[config.mk]
export PLATFORM = sky130hd
export DESIGN_NAME = open_loop_to_sensorless_angle_handoff
export DESIGN_NICKNAME = d
export VERILOG_FILES = /design/src/rtl/olsah_pkg.sv /design/src/rtl/open_loop_to_sensorless_angle_handoff.sv
export SDC_FILE = /design/constraint.sdc
export NUM_CORES = 1
export LEC_CHECK = 0
export ABC_AREA = 1
export BUFFER_PORTS_ARGS = -buffer_cell sky130_fd_sc_hd__buf_2
export CORE_ASPECT_RATIO = 1.4
export CORE_UTILIZATION = 65
export DETAILED_ROUTE_END_ITERATION = 16
export GPL_TIMING_DRIVEN = 0
export PLACE_DENSITY_LB_ADDON = 0.1
export SYNTH_ARGS = -nofsm -noshare
export SYNTH_HDL_FRONTEND = slang
export SYNTH_SLANG_ARGS = --single-unit
[constraint.sdc]
create_clock -name i_clk -period 10.4 [get_ports i_clk]
set_clock_uncertainty 0.2 [all_clocks]
set_input_delay 0.52 -clock i_clk [delete_from_list [all_inputs] [get_ports i_clk]]
set_output_delay 0.52 -clock i_clk [all_outputs]
set_load 0.01 [all_outputs]
[src/rtl/olsah_pkg.sv]
package olsah_pkg;

    // Open-loop speed to angle-step scaling (right shift of the accumulator).
    localparam int RAMP_SHIFT      = 16;
    // Gap shrink per convergence step, and ticks per step.
    localparam int CONVERGE_STEP   = 9;
    localparam int CONVERGE_PERIOD = 5;

    localparam int ANGLE_W = 16;
    localparam int SPEED_W = 32;
    localparam int CFG_W   = 31;
    localparam int STEP_W  = 3;

    typedef enum logic [1:0] {
        MODE_IDLE = 2'd0,
        MODE_DRAG = 2'd1,
        MODE_RUN  = 2'd2
    } t_mode;

    typedef enum logic [1:0] {
        CMD_TICK  = 2'd0,
        CMD_START = 2'd1,
        CMD_RUN   = 2'd2,
        CMD_STOP  = 2'd3
    } t_cmd;

    typedef enum logic [1:0] {
        REG_RAMP_END = 2'd0,
        REG_RAMP_INC = 2'd1,
        REG_REVERSE  = 2'd2,
        REG_UNUSED   = 2'd3
    } t_reg;

endpackage

[src/rtl/open_loop_to_sensorless_angle_handoff.sv]
// Open-loop to sensorless angle handoff.
// One request per control tick on the input channel (i_in_valid / o_in_ready):
// a command (tick, start drag, force run, stop) and the observer's angle.
// Each request yields exactly one result on the output channel
// (o_out_valid / i_out_ready): Park angle, mode, handoff pulse, angle gap.
// Latency: the result is valid the cycle after the request is accepted.
// Throughput: one request per cycle unless the output stalls; all tick math
// (32-bit ramp add and compare, 16-bit angle add, gap compare and step) sits
// between the state registers and the single result register.
// Stall: while a result waits, a new request is still taken in the same
// cycle the held result is taken; o_in_ready = output empty or draining.
// Reset (synchronous, active low): idle mode, ramp/angle/gap/step cleared,
// config registers cleared, output empty.
// Config: i_cfg_we writes i_cfg_data to register i_cfg_index (0 ramp end,
// 1 ramp increment, 2 reverse); index 3 is ignored. Write only when idle.
module open_loop_to_sensorless_angle_handoff (
    input  logic                i_clk,
    input  logic                i_rst_n,
    input  logic                i_cfg_we,
    input  logic [1:0]          i_cfg_index,
    input  logic [30:0]         i_cfg_data,
    input  logic                i_in_valid,
    output logic                o_in_ready,
    input  logic [1:0]          i_cmd,
    input  logic signed [15:0]  i_est_angle,
    output logic                o_out_valid,
    input  logic                i_out_ready,
    output logic signed [15:0]  o_park_angle,
    output logic [1:0]          o_mode_now,
    output logic                o_handoff_pulse,
    output logic signed [15:0]  o_angle_gap
);

    localparam logic signed [15:0] STEP_POS = 16'(olsah_pkg::CONVERGE_STEP);
    localparam logic signed [15:0] STEP_NEG = -16'(olsah_pkg::CONVERGE_STEP);
    localparam logic [2:0]         PERIOD   = 3'(olsah_pkg::CONVERGE_PERIOD);

    // Configuration registers
    logic [30:0] r_ramp_end;
    logic [30:0] r_ramp_inc;
    logic        r_reverse;

    // Control state
    olsah_pkg::t_mode   r_mode,   n_mode;
    logic [31:0]        r_speed,  n_speed;
    logic [15:0]        r_forced, n_forced;
    logic signed [15:0] r_gap,    n_gap;
    logic [2:0]         r_step,   n_step;

    // Result register
    logic               r_out_valid;
    logic signed [15:0] r_park,   n_park;
    logic [1:0]         r_mode_out;
    logic               r_pulse,  n_pulse;
    logic signed [15:0] r_gap_out;

    logic        accept;
    logic [31:0] speed_sum;
    logic [31:0] speed_shift;
    logic [15:0] delta;
    logic [2:0]  step_inc;

    assign o_in_ready = !r_out_valid || i_out_ready;
    assign accept     = i_in_valid && o_in_ready;

    assign speed_sum   = r_speed + {1'b0, r_ramp_inc};
    assign speed_shift = speed_sum >> olsah_pkg::RAMP_SHIFT;
    assign delta       = speed_shift[15:0];
    assign step_inc    = r_step + 3'd1;

    always_comb begin
        n_mode   = r_mode;
        n_speed  = r_speed;
        n_forced = r_forced;
        n_gap    = r_gap;
        n_step   = r_step;
        n_pulse  = 1'b0;
        n_park   = r_forced;
        case (i_cmd)
            olsah_pkg::CMD_START: begin
                n_mode   = olsah_pkg::MODE_DRAG;
                n_speed  = '0;
                n_forced = '0;
                n_gap    = '0;
                n_step   = '0;
                n_park   = '0;
            end
            olsah_pkg::CMD_STOP: begin
                n_mode   = olsah_pkg::MODE_IDLE;
                n_speed  = '0;
                n_forced = '0;
                n_gap    = '0;
                n_step   = '0;
                n_park   = '0;
            end
            olsah_pkg::CMD_RUN: begin
                n_mode = olsah_pkg::MODE_RUN;
            end
            default: begin
                case (r_mode)
                    olsah_pkg::MODE_DRAG: begin
                        if (r_speed < {1'b0, r_ramp_end}) begin
                            // ramp phase; gap taken from the pre-step angle
                            n_speed = speed_sum;
                            if (speed_sum >= {1'b0, r_ramp_end}) begin
                                n_gap   = r_forced - i_est_angle;
                                n_pulse = 1'b1;
                            end
                            n_forced = r_reverse ? r_forced - delta : r_forced + delta;
                        end else begin
                            // convergence phase
                            if (r_gap > STEP_POS || r_gap < STEP_NEG) begin
                                if (step_inc >= PERIOD) begin
                                    n_gap  = (r_gap < 0) ? r_gap + STEP_POS
                                                         : r_gap - STEP_POS;
                                    n_step = '0;
                                end else begin
                                    n_step = step_inc;
                                end
                            end else begin
                                n_mode = olsah_pkg::MODE_RUN;
                            end
                            n_forced = i_est_angle + n_gap;
                        end
                        n_park = n_forced;
                    end
                    olsah_pkg::MODE_RUN: begin
                        n_forced = i_est_angle;
                        n_park   = i_est_angle;
                    end
                    default: begin
                        n_park = r_forced;
                    end
                endcase
            end
        endcase
    end

    always_ff @(posedge i_clk) begin
        if (!i_rst_n) begin
            r_ramp_end <= '0;
            r_ramp_inc <= '0;
            r_reverse  <= 1'b0;
        end else if (i_cfg_we) begin
            case (i_cfg_index)
                olsah_pkg::REG_RAMP_END: r_ramp_end <= i_cfg_data;
                olsah_pkg::REG_RAMP_INC: r_ramp_inc <= i_cfg_data;
                olsah_pkg::REG_REVERSE:  r_reverse  <= i_cfg_data[0];
                default: ;
            endcase
        end
    end

    always_ff @(posedge i_clk) begin
        if (!i_rst_n) begin
            r_mode      <= olsah_pkg::MODE_IDLE;
            r_speed     <= '0;
            r_forced    <= '0;
            r_gap       <= '0;
            r_step      <= '0;
            r_out_valid <= 1'b0;
        end else begin
            if (accept) begin
                r_mode   <= n_mode;
                r_speed  <= n_speed;
                r_forced <= n_forced;
                r_gap    <= n_gap;
                r_step   <= n_step;
            end
            if (accept) begin
                r_out_valid <= 1'b1;
            end else if (i_out_ready) begin
                r_out_valid <= 1'b0;
            end
        end
    end

    always_ff @(posedge i_clk) begin
        if (accept) begin
            r_park     <= n_park;
            r_mode_out <= n_mode;
            r_pulse    <= n_pulse;
            r_gap_out  <= n_gap;
        end
    end

    assign o_out_valid     = r_out_valid;
    assign o_park_angle    = r_park;
    assign o_mode_now      = r_mode_out;
    assign o_handoff_pulse = r_pulse;
    assign o_angle_gap     = r_gap_out;

endmodule

==> metrics.yaml <==
timing:
  max_freq_mhz: 180.3
  whs_ns: 0.08836
  final_max_slew_viol_count: 0
  fin_setup_tns_ns: 0
  final_hold_viol_count: 0
  max-slew-margin-rel: 0.1828
  fin_crit_ns: 5.545
  setup_viol: 0
  worstMarginPinSlew_ns: 1.215
  fin_crit_sh: 0.5332
  rsz0062_at_grt: "no"
die:
  die_w_um: 127.4
  initial_core_util: 0.6695
  die-area_um2: 22610
  io_pins: 93
  core_area_um2: 21360
  die_h_um: 177.5
  core.rowCount: 63
synth:
  synth.distinct_cells: 58
  synthDominantCellAreaShare: 0.1862
  yosys_warnings: 0
  ys.flop_type: "dfxtp_1"
  syn_nets: 2379
  yosysTopAreaCell: "dfxtp_1"
  async_reset_ff_frac: 0
  synth_area_um2: 14300
  ys_top_cells_by_area: "dfxtp_1, nand2_1, ha_1, inv_1, a21oi_1"
  synth_edf_count: 35
  avgSynthCellArea_um2: 6.575
  syn_inst: 2175
  synth-seq-cells: 168
  yosysSeqAreaShare: 0.2597
cts:
  cts_root_buf: "clkbuf_16"
  clock_path_buffers: 2
  cts_tree: "yes"
  cts-htree-levels: 4
  cts_setup_buffers: 0
  cts_made_buffers: 17
  clk_latency_ns: 0.46
  post_cts_resized: 0
  clk_pin_slew_ns: 0.08
  cts-hold-fix-buffers: 0
  clkSinkCount: 168
placement:
  gp_congestion: 0.9969
  dp_hpwl_mm: 38.65
  portBuffers: 91
route:
  drt-initial-drc-count: 1398
  ant_nets: 0
  wl_per_cell_um: 19.08
  drt_wl_total_mm: 49.46
  dr_total_vias: 15440
  avgViaCountPerCell: 5.956
  first_pass_iters: 8
  route.detailed.drc: 0
global_route:
  grt_max_degree: 24
  grt_pass1_wl_mm: 77.44
  first_global_vias: 15360
  grt-ovfl-total: 0
  grt_usage: 0.4509
  antenna_found_initial: 1
setup_path:
  cp_slowest_cell: "fa_1"
  worst-setup-path-type: "reg -> reg"
  crit_required_ns: 10.39
  startpoint_type: "flop"
  critPathMaxStageDelay_ns: 0.47
  worstRegToRegCells: 29
  end_kind: "flop"
  cpMostUsedCell: "nand2_1"
  arrival_ns: 5.54
  crit_path_max_fanout: 4
min_path:
  min_path_type: "in -> reg"
  hold_depth: 3
cells_and_area:
  num-fill-cells: 1765
  nNetsFinal: 2490
  fin_util: 0.7387
  drive_gt1_frac: 0.08917
  area_delta_synth_final_pct: 10.34
power:
  finalPower_mw: 2.081
  ir_worst_vdd_uv: 121.9
  leakage_nw: 8.271
  power_density_nw_per_um2: 131.9
outcome:
  status: "finished, final reports clean"
job:
  cap_violations: 0
power by group:
group          total (mW)  internal [mW]  switching [mW]
Sequential          0.729          0.703          0.0253
Combinational       0.668          0.221           0.447
Clock               0.684          0.357           0.327
final timing paths:
kind / slack [ns] / startpoint / end
worst min-delay path: 0.09 / i_cfg_data[9] / r_ramp_inc[9]$_SDFFE_PN0P_
worst max register to register: 4.85 / r_speed[0]$_SDFFE_PN0P_ / o_park_angle[13]$_DFFE_PP_
worst max-delay path: 4.85 / r_speed[0]$_SDFFE_PN0P_ / o_park_angle[13]$_DFFE_PP_
worst min register to register: 0.30 / r_speed[7]$_SDFFE_PN0P_ / r_speed[7]$_SDFFE_PN0P_
flip-flops by register name, summed over array words and instances, names as in the netlist:
name / count
o_park_angle: 16
r_speed: 32
r_reverse: 1
r_step: 3
o_handoff_pulse: 1
r_ramp_inc: 31
r_gap: 16
r_forced: 16
o_out_valid: 1
o_mode_now: 2
r_ramp_end: 31
r_mode: 2
o_angle_gap: 16
cell usage after synthesis, types with 16 or more instances:
library cell,n
nand2_2,16
nor3_1,18
nor2_1,169
clkbuf_1,52
a21oi_1,231
xor2_1,66
dfxtp_1,133
ha_1,144
o21ai_0,137
nand3_1,119
nand2_1,537
nand4_1,22
edfxtp_1,35
inv_1,317
cells in the final DEF (no fill, tap or decap), drive strengths merged, types with 2 or more instances in the layout:
cell type    n
nor2       179
o2111ai      4
nand2      555
o22ai        7
o221ai       2
nand3b      13
buf        108
nand3      126
a211oi       6
o21a         2
clkinv      10
a21boi       3
o21bai       5
xnor2       15
o31ai        4
a21o         3
a21oi      237
xor2        67
a31oi        6
ha         144
o211ai      17
nand4       23
or2          6
nor4         3
dfxtp      133
a2111oi      2
inv        332
a22oi        3
edfxtp      35
clkbuf      72
and2         5
nor3        22
o21ai      143
fa           4
cell type report:
type | count | area [um^2] | area share
multi-input combinational | 1609 | 9060 | 0.5741
sequential | 168 | 3714 | 0.2353
inverter | 330 | 1239 | 0.07850
clock buffer | 20 | 489.2 | 0.03100
timing repair buffer | 92 | 483.0 | 0.03061
tap | 292 | 365.4 | 0.02315
buffer | 68 | 290.3 | 0.01840
clock inverter | 12 | 137.6 | 0.008722
antenna | 1 | 2.502 | 0.0001586
critical path: cells and delay by family (launching register included):
| family | cells | cell delay, ns |
|---|---|---|
| compound gates | 7 | 1.38 |
| buf+inv | 1 | 0.06 |
| simple gates | 16 | 1.91 |
| flops | 1 | 0.34 |
| fa+ha+maj | 3 | 1.01 |
| xor+xnor | 2 | 0.39 |
routing by layer:
| layer | up-vias | track usage | routed length [um] |
|---|---|---|---|
| li1 | 7338 | - | - |
| met1 | 6970 | 0.4584 | 16970 |
| met2 | 826 | 0.7723 | 23530 |
| met3 | 303 | 0.08622 | 3957 |
| met4 | 0 | 0.4301 | 4998 |
| met5 | - | 0 | 0 |
kinds of logic (layout without fill, tap and decap cells):
group / Yosys count / after routing / share of synthesized area
compound gates: 445 / 445 / 0.1715
xor+xnor: 82 / 82 / 0.05074
fa+ha+maj: 148 / 148 / 0.1316
buf+inv: 398 / 522 / 0.1068
flops: 168 / 168 / 0.2597
other cells: 0 / 1 / 0
simple gates: 934 / 934 / 0.2797
through the flow:
step	instance area, um^2	instances	worst slack, ns
3_5_place_dp	15150	2559	5.014
5_1_grt	15780	2592	4.431
3_3_place_gp	15120	2558	5.034
4_1_cts	15780	2591	4.994
6_report	15780	2592	4.855
2_1_floorplan	14300	2175	6.028
No activity file was read; power rests on OpenSTA's default activity.
